==> src/sv/rri_pkg.sv <==
// Shared types and constants of the rectangle region index.
`timescale 1ns / 1ps
`default_nettype none
package rri_pkg;

   localparam int COORD_BITS = 12;
   localparam int ID_BITS    = 8;

   localparam logic [ID_BITS-1:0] EMPTY_MARK = 8'hFF;
   localparam logic [ID_BITS-1:0] MIXED_MARK = 8'hFE;

   localparam logic [1:0] KIND_CLEAR  = 2'd0;
   localparam logic [1:0] KIND_REG    = 2'd1;
   localparam logic [1:0] KIND_LOOKUP = 2'd2;

   localparam logic [2:0] ST_OK       = 3'd0;
   localparam logic [2:0] ST_RESERVED = 3'd1;
   localparam logic [2:0] ST_BOUNDS   = 3'd2;
   localparam logic [2:0] ST_DUP      = 3'd3;
   localparam logic [2:0] ST_OVERLAP  = 3'd4;
   localparam logic [2:0] ST_FULL     = 3'd5;

   typedef struct packed {
      logic [1:0]            kind;
      logic [ID_BITS-1:0]    region_id;
      logic [COORD_BITS-1:0] left_edge;
      logic [COORD_BITS-1:0] right_edge;
      logic [COORD_BITS-1:0] top_edge;
      logic [COORD_BITS-1:0] bottom_edge;
      logic [COORD_BITS-1:0] point_x;
      logic [COORD_BITS-1:0] point_y;
   } req_type;

   typedef struct packed {
      logic [2:0]         status;
      logic               found;
      logic [ID_BITS-1:0] hit_id;
   } rsp_type;

   typedef struct packed {
      logic [COORD_BITS-1:0] l;
      logic [COORD_BITS-1:0] r;
      logic [COORD_BITS-1:0] t;
      logic [COORD_BITS-1:0] b;
   } box_type;

   typedef struct packed {
      logic       load;
      logic       clr_begin;
      logic       clr_wr;
      logic       scan_step;
      logic       scan_acc;
      logic       append;
      logic       mark_sel;
      logic       mark_wr;
      logic       mark_step;
      logic       hit_cell;
      logic       hit_ent;
      logic       rsp_load;
      logic [2:0] rsp_status;
   } cmd_type;

   typedef struct packed {
      logic bad_id;
      logic bad_bounds;
      logic cnt_zero;
      logic full;
      logic scan_last;
      logic ent_hit;
      logic dup_seen;
      logic ovl_seen;
      logic clr_last;
      logic in_grid;
      logic cell_empty;
      logic cell_mixed;
      logic mark_skip;
      logic mark_done;
   } stat_type;

endpackage
`default_nettype wire

==> src/sv/rri_ctrl.sv <==
// Controller state machine that sequences clears, registrations and lookups.
`timescale 1ns / 1ps
`default_nettype none
module rri_ctrl (
   input  wire logic              clock,
   input  wire logic              reset,
   input  wire logic              req_valid,
   input  wire logic [1:0]        req_kind,
   output logic                   req_stall,
   output logic                   rsp_valid,
   input  wire logic              rsp_stall,
   input  wire rri_pkg::stat_type stat,
   output rri_pkg::cmd_type       cmd
);

   typedef enum logic [3:0] {
      S_CLR, S_IDLE, S_CHECK, S_RSCAN, S_RDEC, S_APPEND, S_MRD, S_MWR,
      S_LRD, S_LDEC, S_LSCAN, S_DONE
   } state_type;

   state_type  state_ff, state_in;
   logic       pend_ff, pend_in;
   logic [2:0] fin_ff, fin_in;
   logic       rsp_valid_ff, rsp_valid_in;

   always_comb begin
      cmd          = '0;
      state_in     = state_ff;
      pend_in      = pend_ff;
      fin_in       = fin_ff;
      rsp_valid_in = rsp_valid_ff && rsp_stall;
      case (state_ff)
         S_CLR: begin
            cmd.clr_wr = 1'b1;
            if (stat.clr_last) begin
               if (pend_ff) begin
                  fin_in   = rri_pkg::ST_OK;
                  pend_in  = 1'b0;
                  state_in = S_DONE;
               end else begin
                  state_in = S_IDLE;
               end
            end
         end
         S_IDLE: begin
            if (req_valid) begin
               cmd.load = 1'b1;
               case (req_kind)
                  rri_pkg::KIND_CLEAR: begin
                     cmd.clr_begin = 1'b1;
                     pend_in       = 1'b1;
                     state_in      = S_CLR;
                  end
                  rri_pkg::KIND_REG:    state_in = S_CHECK;
                  rri_pkg::KIND_LOOKUP: state_in = S_LRD;
                  default: begin
                     fin_in   = rri_pkg::ST_OK;
                     state_in = S_DONE;
                  end
               endcase
            end
         end
         S_CHECK: begin
            if (stat.bad_id) begin
               fin_in   = rri_pkg::ST_RESERVED;
               state_in = S_DONE;
            end else if (stat.bad_bounds) begin
               fin_in   = rri_pkg::ST_BOUNDS;
               state_in = S_DONE;
            end else if (stat.cnt_zero) begin
               state_in = S_APPEND;
            end else begin
               state_in = S_RSCAN;
            end
         end
         S_RSCAN: begin
            cmd.scan_acc = 1'b1;
            if (stat.scan_last) begin
               state_in = S_RDEC;
            end else begin
               cmd.scan_step = 1'b1;
            end
         end
         S_RDEC: begin
            state_in = S_DONE;
            if (stat.dup_seen) begin
               fin_in = rri_pkg::ST_DUP;
            end else if (stat.ovl_seen) begin
               fin_in = rri_pkg::ST_OVERLAP;
            end else if (stat.full) begin
               fin_in = rri_pkg::ST_FULL;
            end else begin
               state_in = S_APPEND;
            end
         end
         S_APPEND: begin
            cmd.append = 1'b1;
            fin_in     = rri_pkg::ST_OK;
            state_in   = stat.mark_skip ? S_DONE : S_MRD;
         end
         S_MRD: begin
            cmd.mark_sel = 1'b1;
            state_in     = S_MWR;
         end
         S_MWR: begin
            cmd.mark_sel = 1'b1;
            cmd.mark_wr  = 1'b1;
            if (stat.mark_done) begin
               state_in = S_DONE;
            end else begin
               cmd.mark_step = 1'b1;
               state_in      = S_MRD;
            end
         end
         S_LRD: begin
            state_in = S_LDEC;
         end
         S_LDEC: begin
            fin_in   = rri_pkg::ST_OK;
            state_in = S_DONE;
            if (stat.in_grid && stat.cell_empty) begin
               state_in = S_DONE;
            end else if (stat.in_grid && !stat.cell_mixed) begin
               cmd.hit_cell = 1'b1;
            end else if (!stat.cnt_zero) begin
               state_in = S_LSCAN;
            end
         end
         S_LSCAN: begin
            if (stat.ent_hit) begin
               cmd.hit_ent = 1'b1;
               state_in    = S_DONE;
            end else if (stat.scan_last) begin
               state_in = S_DONE;
            end else begin
               cmd.scan_step = 1'b1;
            end
         end
         S_DONE: begin
            if (!rsp_valid_ff || !rsp_stall) begin
               cmd.rsp_load   = 1'b1;
               cmd.rsp_status = fin_ff;
               rsp_valid_in   = 1'b1;
               state_in       = S_IDLE;
            end
         end
         default: state_in = S_IDLE;
      endcase
   end

   always_ff @(posedge clock) begin
      if (reset) begin
         state_ff     <= S_CLR;
         pend_ff      <= 1'b0;
         fin_ff       <= rri_pkg::ST_OK;
         rsp_valid_ff <= 1'b0;
      end else begin
         state_ff     <= state_in;
         pend_ff      <= pend_in;
         fin_ff       <= fin_in;
         rsp_valid_ff <= rsp_valid_in;
      end
   end

   assign req_stall = (state_ff != S_IDLE);
   assign rsp_valid = rsp_valid_ff;

endmodule
`default_nettype wire

==> config.mk <==
export PLATFORM = sky130hd
export DESIGN_NAME = rri_ctrl
export DESIGN_NICKNAME = d
export VERILOG_FILES = /design/src/sv/rri_pkg.sv /design/src/sv/rri_ctrl.sv
export SDC_FILE = /design/constraint.sdc
export NUM_CORES = 1
export LEC_CHECK = 0
export BUFFER_PORTS_ARGS = -buffer_cell sky130_fd_sc_hd__buf_4
export CAP_MARGIN = 40
export CELL_PAD_IN_SITES_DETAIL_PLACEMENT = 0
export CELL_PAD_IN_SITES_GLOBAL_PLACEMENT = 1
export CORE_ASPECT_RATIO = 1.75
export CORE_MARGIN = 2
export CORE_UTILIZATION = 34
export CTS_CLUSTER_SIZE = 28
export DETAILED_ROUTE_END_ITERATION = 6
export GPL_TIMING_DRIVEN = 1
export MAX_ROUTING_LAYER = met4
export PLACE_DENSITY = 0.87
export SKIP_LAST_GASP = 1
export SLEW_MARGIN = 0
export SYNTH_ARGS = -nofsm -noshare
export SYNTH_HDL_FRONTEND = slang
export SYNTH_SLANG_ARGS = --single-unit
==> constraint.sdc <==
create_clock -name clock -period 4.65 [get_ports clock]
set_input_delay 0.2325 -clock clock [delete_from_list [all_inputs] [get_ports clock]]
set_output_delay 0.2325 -clock clock [all_outputs]
set_load 0.02 [all_outputs]
==> results summary, run 1 <==
TritonCTS built the clock tree. Synthesis produced a netlist with a net count of 149. Setup repair after global routing left no endpoint under its margin.

The worst-margin pin slew came out at 0.767 ns. Global routing finished with a remaining overflow of 0. The highest clock frequency the design can meet is 0.421 GHz.

Between clock sinks in the finished design, the worst skew comes to 0.00271 ns. Data arrives at the worst endpoint at 2.54 ns. The synthesis-to-finish area growth is 35.2%. The buffers inserted during post-CTS setup optimization is 0.

The sequential cell area is 180 um^2. The DRC violation count after routing came out at 0. STA classifies the critical path endpoint as a register. The nature of the critical path startpoint is a register. The number of CTS-inserted buffers is 3. The number of synthesized flops with an enable pin came out at 0. For this block, the via count after detailed routing is 1080. The synthesis-stage register bit count is 9.

The standard-cell row count is 24. The number of vias per cell after detailed routing is 5.78. The clock group share of total power is 0.179. The number of instances in the placed design came out at 183. The synthesized netlist cell count came out at 129.

The switching share of power is 0.464. Yosys printed 0 warnings. The vertical die dimension came out at 71.3 um. The unique cell type count in the Yosys netlist is 40. The clock net in this run drives a total of 9 sinks.

Fill cells in the final layout number 267. Ranked by instance count, the synthesized netlist is headed by 13 x sky130_fd_sc_hd__a21oi_1, 11 x sky130_fd_sc_hd__nor2_1, 10 x sky130_fd_sc_hd__o21ai_0. The CTS H-tree depth came out at 1. The first-pass iteration count of the detailed router is 4. The multi-input combinational cells in the finished layout cover a total of 633 um^2. The sequential fraction of design power came out at 0.276. The tightest min-delay check is of the input port to register type.

The average routed wire per standard cell is 14.6 um. The placeable core region came out at 2460 um^2. The clock insertion delay at the later pin of the skew report came out at 0.23 ns.

For this design the top-level I/O count stands at 37. The share of flip-flops with an asynchronous set or reset is 0. The power share of the combinational group is 0.545. In the final layout, the share of cells above drive strength 1 is 0.273. The required arrival time at the worst endpoint is 4.82 ns. The number of endpoints with negative hold slack in the final report is 0. The die outline area came out at 3030 um^2. The filler-free cell count of the finished design came out at 187. The initial utilization of the core area, before any placement, comes to 0.358.

The final net count is 182. The pin count of the biggest net entering global routing came out at 25. Of all cell types, the one taking the most synthesized area is sky130_fd_sc_hd__dfxtp_1. The post-cts resize count is 0.

The number of max-cap violations is 0. The number of buffers added to fix hold violations after cts came out at 0. The number of violations reported at the end of detailed-routing iteration 0 is 28.

Cell internal power was estimated by the tool at 0.277 mW. Of the available clock period, the critical path in the final layout requires 0.510. The library cell used as clock root buffer is sky130_fd_sc_hd__clkbuf_8. The die width came out at 42.5 um. The number of global-route vias before repair was 1017. The static power due to leakage came out at 0.515 nW.

By area the synthesized netlist is led by sky130_fd_sc_hd__dfxtp_1 20%, sky130_fd_sc_hd__a21oi_1 7.4%, sky130_fd_sc_hd__o21ai_0 5.7%. The critical path class is register to register. The initial antenna violation count is 0.

The number of buffers inserted by port buffering is 36. The clock-pin slew of the registers on the worst-case setup and hold paths came out at 0.05 ns. The half-perimeter wire length after detailed placement came out at 2.12 mm. The total of endpoints with negative setup slack in the final report is 0. The tightest slew margin relative to the limit is 0.488.

The proportion of netlist area held by the largest area contributor is 0.205. On the final layout, the worst hold slack is 0.249 ns. The number of diodes added for antenna fixing came out at 0.

The routability congestion estimate came out at 0.869. The net load switching power is 0.240 mW. sky130_fd_sc_hd__a21oi_1 is the most common cell in the netlist. Among all flip-flop cells after synthesis, the most frequent one is sky130_fd_sc_hd__dfxtp_1. The highest net fanout along the worst path came out at 24. The post-layout total power came out at 0.517 mW. The max-slew violation count came out at 0. The worst ir drop on vdd is 0.226 mV. The detailed-route wire length came out at 2.74 mm. The accumulated negative setup slack came out at 0 ns. Dividing total power by cell area gives a power density of 434 nW/um^2. The run finished with clean final reports. The final antenna-violating net count is 0.

The register area share after synthesis is 0.205. The average instance in the mapped netlist occupies 6.83 um^2. The first global-routing pass estimated 4.28 mm of wire. The combined area of all synthesized cells is 881 um^2.

For this run, the total global-route usage over all layers was measured as 0.186. Subtracting the final worst setup slack from the clock period gives 2.37 ns. The buffer levels on the longest clock path is 2.
==> logic make-up after synthesis <==
logic type / Yosys count / share of synthesized area
flip-flops: 9 / 0.205
buffers and inverters: 16 / 0.0767
AND/OR/NAND/NOR: 60 / 0.389
multiplexers: 2 / 0.0241
AO/OA/AOI/OAI: 42 / 0.305
==> routing by layer <==
metal | global-route usage | routed length, um
met1 | 0.183 | 1040
met2 | 0.337 | 1490
met3 | 0.00756 | 102
met4 | 0.135 | 102
met5 | - | 0
==> power by group through the flow <==
| stage | clock (mW) | combinational (mW) | sequential, mW |
|---|---|---|---|
| floorplan | 0 | 0.243 | 0.100 |
| global placement | 0 | 0.280 | 0.140 |
| detailed placement | 0 | 0.282 | 0.141 |
| CTS | 0.0941 | 0.282 | 0.139 |
| global route | 0.0977 | 0.307 | 0.147 |
| finish | 0.0925 | 0.282 | 0.143 |
==> registers in the layout, summed over array words and instances, names as in the netlist <==
| signal | cells |
|---|---|
| pend_ff | 1 |
| fin_ff | 3 |
| state_ff | 4 |
| rsp_valid | 1 |
==> layout by cell type (no fill, tap or decap), types with 5 or more instances in the layout <==
cell type / count
sky130_fd_sc_hd__nor2b_1: 7
sky130_fd_sc_hd__buf_4: 36
sky130_fd_sc_hd__nor3_1: 6
sky130_fd_sc_hd__nand2_1: 8
sky130_fd_sc_hd__inv_1: 8
sky130_fd_sc_hd__nand2b_1: 6
sky130_fd_sc_hd__o21ai_0: 10
sky130_fd_sc_hd__nor2_1: 11
sky130_fd_sc_hd__a31oi_1: 5
sky130_fd_sc_hd__a21oi_1: 13
sky130_fd_sc_hd__dfxtp_1: 9
==> final timing paths <==
kind	start	to	slack, ns	depth (start not counted)
setup / recovery	state_ff[3]	fin_ff[2]	2.28	5
hold / removal	reset	pend_ff	0.25	2
setup reg to reg	state_ff[3]	fin_ff[2]	2.28	5
hold reg to reg	fin_ff[2]	fin_ff[2]	0.47	2
==> final cells by class <==
type                       instances  share of cell area
inverter                           8              0.0252
timing repair buffer              36               0.227
tap                               26              0.0273
multi-input combinational        104               0.532
sequential                         9               0.151
clock buffer                       4              0.0378
==> metrics by stage <==
| stage | cell area (um^2) | setup slack [ns] | utilization |
|---|---|---|---|
| 2_1_floorplan | 881 | 2.82 | - |
| 3_3_place_gp | 1150 | 2.40 | 0.465 |
| 3_5_place_dp | 1150 | 2.36 | 0.465 |
| 4_1_cts | 1190 | 2.34 | 0.484 |
| 5_1_grt | 1190 | 2.21 | 0.484 |
| 6_report | 1190 | 2.28 | 0.484 |
==> worst max-delay path: stages, from the launching register on <==
cell                      delay, ns
sky130_fd_sc_hd__dfxtp_1       0.81
sky130_fd_sc_hd__nor2_1        0.23
sky130_fd_sc_hd__and3_4        0.26
sky130_fd_sc_hd__or3_4         0.39
sky130_fd_sc_hd__or4_1         0.47
sky130_fd_sc_hd__a21oi_1       0.14
No activity file was read; power rests on OpenSTA's default activity.
==> run 2: changes to the inputs <==
- ABC_AREA: default -> 1
- CORE_UTILIZATION: 34 -> 28
- PLACE_DENSITY: 0.87 -> 0.78
- clock period: 4.65 -> 2.06 ns (I/O delays scaled with it)
==> results summary, run 2 <==
The synthesized netlist cell count is 174. The synthesized netlist occupies a cell area of 978 um^2. The clock skew after layout came out at 0.00371 ns.

The run finished with clean final reports. Clock tree synthesis selected as its root buffer the cell sky130_fd_sc_hd__clkbuf_8. The worst register-to-register path ends at fin_ff[0]. The CTS H-tree depth came out at 1. The layout has 418 filler cells. The half-perimeter wire length after detailed placement is 2.63 mm. In the final routed layout, each cell accounts on average for 11.8 um.

Tracing the worst setup path back leads to its startpoint at state_ff[3]. The number of endpoints with negative hold slack in the final report is 0. The die outline area is 4000 um^2. The critical path data arrival time is 1.50 ns. The first global-routing pass estimated 5.15 mm of wire. The post-route clock period utilization came out at 0.776. Ranked by instance count, the synthesized netlist is headed by 46 x sky130_fd_sc_hd__nand2_1, 31 x sky130_fd_sc_hd__nor2_1, 21 x sky130_fd_sc_hd__inv_1.

The register area share after synthesis came out at 0.184. Counting cells, the worst reg-to-reg path comes to 7. The number of global-route vias before repair was 1160. The number of buffers added to fix hold violations after cts came out at 0. The number of buffers and inverters on the critical path is 2. The ratio of total power to cell area came out at 1140 nW/um^2. Grouping stages by cell kind, the critical path spends the most delay in simple AND/OR/NAND/NOR gates. The critical path goes through inv_2 > nor2_4 > nand2_1 > nor3_1 > buf_4. The clock insertion delay at the later pin of the skew report came out at 0.23 ns. In this run, synthesis produced a sequential element count of 9.

In this run the mean area of a mapped cell was 5.62 um^2. The tightest slew margin relative to the limit came out at 0.766. The worst ir drop on vdd came out at 0.559 mV.

The total of endpoints with negative setup slack in the final report is 0. The worst setup path is launched from a register. The unique cell type count in the Yosys netlist came out at 18. The post-cts resize count is 0. The max-slew violation count is 0. After clock tree synthesis, the clock-pin slew on the worst setup and hold paths is 0.04 ns. The leftover overflow at the end of global routing is 0. The worst hold path begins at reset. The worst register-to-register path has a setup slack of 0.62 ns.

The highest net fanout along the worst path is 7. Based on the critical path, the design can be clocked at up to 0.625 GHz. The vias after detailed routing came out at 1153. The share of flip-flops with an asynchronous set or reset is 0. The time the final worst path needs with I/O delays and setup is 1.60 ns. The required arrival time at the worst endpoint is 1.96 ns. The congestion estimate from routability-driven global placement came to 0.823. The warning count from the yosys run is 0. The DRC violation count after routing came out at 0. Power comes to 1.54 mW. The most used flip-flop cell after synthesis is sky130_fd_sc_hd__dfxtp_1. The utilization after layout is 0.401. In the final layout, the registers with the most flip-flops are state_ff x4, fin_ff x3. After synthesis, the cell types taking the most area are sky130_fd_sc_hd__dfxtp_1 18%, sky130_fd_sc_hd__nand2_1 18%, sky130_fd_sc_hd__nor2_1 12%. The core region is 3360 um^2. In this run, synthesis inferred 0 flip-flops with an integrated enable. The standard-cell row count came out at 28.

The initial antenna violation count is 0. The share of synthesized area in the top cell type comes to 0.184. STA classifies the critical path endpoint as an output pin. The initial standard-cell utilization of the core is 0.291. In the post-synthesis netlist, the cell with the most instances is sky130_fd_sc_hd__nand2_1.

The startpoint of the worst-slack reg-to-reg timing path is state_ff[2]. The number of ports placed on the die boundary came out at 37. Compared with the post-synthesis result, the final layout area differs by 38.0%.

The worst hold path terminates at rsp_valid. The flip-flop count of the largest register, all copies and words added is 4. The detailed-route wire length came out at 3.07 mm. The count of cells along the worst hold path is 2. In the layout the commonest cells are 46 x sky130_fd_sc_hd__nand2_1, 36 x sky130_fd_sc_hd__buf_4, 31 x sky130_fd_sc_hd__nor2_1. The buffer levels on the longest clock path came out at 2.

After the last flow step, the layout net total stands at 235. The register containing the most flip-flops in the final layout is state_ff. The first detailed-routing pass took 4 iterations. The number of max-cap violations is 0. For this design, the slowest cell found on the critical path is sky130_fd_sc_hd__dfxtp_1. The total clock sinks is 9. The critical path in this run is classified as register to output pin. The buffers inserted during post-CTS setup optimization is 0. Setup repair after global routing left no endpoint under its margin. The number of violations reported at the end of detailed-routing iteration 0 came out at 22.

Across every metal layer, demand over resource in global routing totals 0.172. 0 antenna diodes ended up in the layout. The vertical die dimension came out at 82.2 um. The tightest min-delay check is of the input port to register type.

Buffers placed on the I/O ports in this run total 36. The TritonCTS clock tree is built. The pin count of the biggest net entering global routing came out at 11. The worst stage delay on the critical path is 0.47 ns.

The accumulated negative setup slack came out at 0 ns. The number of CTS-inserted buffers is 3. In the final layout, the share of cells above drive strength 1 is 0.346.

The static power due to leakage came out at 0.715 nW. The final antenna-violating net count came out at 0. The worst-margin pin slew is 0.350 ns.

The number of vias per cell after detailed routing came out at 4.45. The largest total area in the synthesized netlist belongs to sky130_fd_sc_hd__dfxtp_1. The synthesized net count is 194. In this run the horizontal extent of the chip is 48.7 um. Leaving out fill and tap cells, the most frequent cell in the layout is sky130_fd_sc_hd__nand2_1.
==> run 2: cell count changes after synthesis, moves of 9 or more <==
cell                      previous run  this run
sky130_fd_sc_hd__inv_1               8        21
sky130_fd_sc_hd__inv_2               0         9
sky130_fd_sc_hd__nand2_1             8        46
sky130_fd_sc_hd__nand2_2             0         9
sky130_fd_sc_hd__nand3_1             3        17
sky130_fd_sc_hd__nor2_1             11        31
==> run 2: metal layers <==
layer / share of wire / global-route usage
met5: 0 / -
met4: 0.029 / 0.0800
met3: 0.037 / 0.0270
met2: 0.56 / 0.344
met1: 0.38 / 0.158
==> run 2: cell families after synthesis <==
group	share of synthesized area
AND/OR/NAND/NOR	0.602
buffers and inverters	0.115
AO/OA/AOI/OAI	0.0985
flip-flops	0.184
==> run 2: report_power, final <==
| group | leakage (nW) | switching [mW] | internal, mW |
|---|---|---|---|
| Sequential | 0.0734 | 0.0742 | 0.235 |
| Combinational | 0.619 | 0.670 | 0.358 |
| Clock | 0.0228 | 0.0709 | 0.135 |
| Total | 0.715 | 0.816 | 0.728 |
==> run 2: worst max path at each step <==
stage | endpoint | slack, ns | cells past startpoint
2_1_floorplan | state_ff[2] | 0.67 | 8
3_3_place_gp | fin_ff[1] | 0.61 | 7
3_5_place_dp | fin_ff[1] | 0.60 | 6
4_1_cts | cmd[3] | 0.44 | 5
5_1_grt | cmd[5] | 0.32 | 5
6_report | cmd[5] | 0.46 | 5
==> run 2: per-stage QoR <==
stage          hold WS, ns  setup WS [ns]  cell area (um^2)  cells
2_1_floorplan        0.172          0.669               978    174
3_5_place_dp         0.321          0.601              1310    255
3_3_place_gp         0.322          0.611              1310    255
4_1_cts             0.0792          0.444              1350    259
5_1_grt             0.0788          0.324              1350    259
6_report            0.0774          0.460              1350    259
==> run 2: cell type report <==
cell class                 instances  area [um^2]  area share
tap                               45         56.3      0.0417
sequential                         9          180       0.133
clock buffer                       4         45.0      0.0334
inverter                          30          113      0.0834
multi-input combinational        135          686       0.508
timing repair buffer              36          270       0.200
==> run 3: changes to the inputs <==
- clock period: 2.06 -> 1.4 ns (I/O delays scaled with it)
==> results summary, run 3 (same netlist as run 2, synthesis figures left out) <==
The run finished, with violations left. The checks that failed: setup timing. The leftover overflow at the end of global routing came out at 0. In this run the power density over the cells is 1670 nW/um^2.

The initial antenna violation count is 0. The vertical die dimension came out at 82.2 um. The half-perimeter wire length after detailed placement is 2.61 mm. The register containing the most flip-flops in the final layout is state_ff. The accumulated negative setup slack is -0.0534 ns.

In the global route stage, overall resource usage came out at 0.176. The path with the worst hold slack has its endpoint at state_ff[3]. Max-cap violations in this run came to 0. The number of buffers inserted by port buffering is 36. The number of vias per cell after detailed routing is 4.52. The nature of the critical path startpoint is a register.

The placeable core region is 3360 um^2. The first routing iteration left 31 violations. The routability congestion estimate is 0.947.

The detailed-route wire length is 3.42 mm. The number of ports placed on the die boundary is 37. In this run, CTS created clock tree buffers numbering 3.

The number of global-route vias before repair was 1198. The DRC violation count after routing came out at 0. Data on the critical path arrives at its endpoint at 1.35 ns. In this run the register-to-register setup slack is 0.02 ns. The pin count of the biggest net entering global routing came out at 9. In this run the number of H-tree levels came out at 1. The count of cells along the worst hold path came out at 2.

After the last flow step, the layout net total stands at 267. Across the whole layout, storage elements account for 193 um^2. The design draws 3.02 mW.

The die width came out at 48.7 um. The final antenna-violating net count is 0. The static power due to leakage is 0.922 nW. The met3 wire length is 115 um. The clock net in this run drives a total of 9 sinks.

The clock skew after layout came out at 0.00202 ns. The buffer levels on the longest clock path came out at 2. The vias after detailed routing came out at 1315. The synthesis-to-finish area growth is 84.8%.

The max-slew violation count came to 0. Leaving out fill and tap cells, the most frequent cell in the layout is sky130_fd_sc_hd__buf_4. The min-delay analysis places its worst path in the category input port to register. The number of diodes added for antenna fixing came out at 0.

In the final layout, the multi-input gates occupy 812 um^2. The worst hold path begins at reset. The highest net fanout along the worst path is 4.

The endpoint kind of the worst setup timing path is an output pin. The initial standard-cell utilization of the core is 0.291. The first-pass iteration count of the detailed router is 4. The register with the most flip-flops in the layout has 4 of them. The required arrival time at the worst endpoint is 1.33 ns. The timing startpoint of the critical path is state_ff[0]. Leaving out fill and tap cells, the most frequent cells in the layout are 50 x sky130_fd_sc_hd__buf_4, 37 x sky130_fd_sc_hd__nand2_1, 22 x sky130_fd_sc_hd__nor2_1. The number of endpoints with negative hold slack in the final report came out at 0. The worst register-to-register path ends at state_ff[1].

The startpoint of the worst-slack reg-to-reg timing path is state_ff[0]. The critical path is of the register to output pin type. The detailed router used layers up to and including met4. TritonCTS built the clock tree. The post-route clock period utilization came out at 1.02.

In the final layout, the registers with the most flip-flops are state_ff x4, fin_ff x3. The worst ir drop on vdd is 0.873 mV. The tightest slew margin relative to the limit came out at 0.832.

The clock reaches the later pin of the worst-skew pair after 0.24 ns. Clock-pin slew was measured on the worst setup and hold paths at 0.04 ns. The total of endpoints with negative setup slack in the final report came out at 4. The first global-routing pass estimated 5.22 mm of wire. The fill cell instance count of the final layout came out at 359.

Measured in cells, the most critical reg-to-reg path has a length of 10. In the final layout, the share of cells above drive strength 1 is 0.545. Setup slack on the critical path of the routed design comes to -0.0242 ns.

For this block, wires on met1 add up to 1.28 mm. The die covers 4000 um^2. The worst-margin pin slew came out at 0.252 ns. OpenSTA, run right after detailed placement, puts the worst setup slack at -0.0363 ns.

The highest clock frequency the design can meet came out at 0.702 GHz. Clock tree synthesis selected as its root buffer the cell sky130_fd_sc_hd__clkbuf_8. Wire segments on met2 add up to 1.91 mm in the final route. The time the final worst path needs with I/O delays and setup came out at 1.42 ns. Setup repair after global routing could not meet its margin everywhere.

The standard-cell row count came out at 28. The average routed wire per standard cell came out at 11.7 um.
[run 3: cell types whose count changed in the layout (fill, tap and decap cells not counted), sizes merged]
cell / change
buf: +32
[run 3: metrics by stage]
step | utilization | hold WS (ns) | instance area [um^2] | std cells
after floorplan | - | 0.139 | 978 | 174
after global placement | 0.424 | 0.287 | 1430 | 271
after detailed placement | 0.424 | 0.288 | 1430 | 271
after CTS | 0.480 | 0.0304 | 1620 | 288
after global routing | 0.538 | 0.0356 | 1810 | 291
final | 0.538 | 0.0355 | 1810 | 291
[run 3: worst max-delay path, cell delays in order (launching register included)]
cell and delay [ns]:
sky130_fd_sc_hd__dfxtp_4 0.36, sky130_fd_sc_hd__buf_4 0.14, sky130_fd_sc_hd__nor2_4 0.15, sky130_fd_sc_hd__buf_6 0.12, sky130_fd_sc_hd__nand3_4 0.07, sky130_fd_sc_hd__nand2_4 0.08
sky130_fd_sc_hd__buf_6 0.09, sky130_fd_sc_hd__buf_6 0.10
[run 3: area by class of cell]
class / count / share of cell area
clock buffers: 4 / 0.0249
inverters: 30 / 0.0637
flip-flops and latches: 9 / 0.107
well taps: 45 / 0.0311
repair buffers: 68 / 0.325
multi-input cells: 135 / 0.449
[run 3: what timing repair did]
item                                   in CTS  in global routing
hold buffers                                0                  0
gates resized for setup                    17                 43
endpoints found under the hold margin       0                  0
gates cloned                                0                  0
setup endpoints to repair                  16                 17
pin swaps                                  12                 16
buffers inserted                           14                  3
[run 3: power by group]
group | leakage (nW) | internal, mW | total (mW) | switching (mW)
Sequential | 0.0760 | 0.364 | 0.463 | 0.0987
Combinational | 0.824 | 1.01 | 2.25 | 1.25
Clock | 0.0228 | 0.199 | 0.305 | 0.106
[run 3: routing by layer]
metal | GRT usage | vias to the layer above
met5 | - | -
li1 | - | 683
met3 | 0.0198 | 11
met1 | 0.164 | 588
met2 | 0.342 | 33
met4 | 0.111 | 0
[run 3: how the worst max path moves through the flow]
stage                        endpoint  depth (start not counted)
after floorplan           state_ff[2]                          8
after global placement      fin_ff[2]                          7
after detailed placement    fin_ff[0]                          7
after CTS                      cmd[4]                          6
after global routing          cmd[11]                          7
final                         cmd[11]                          7
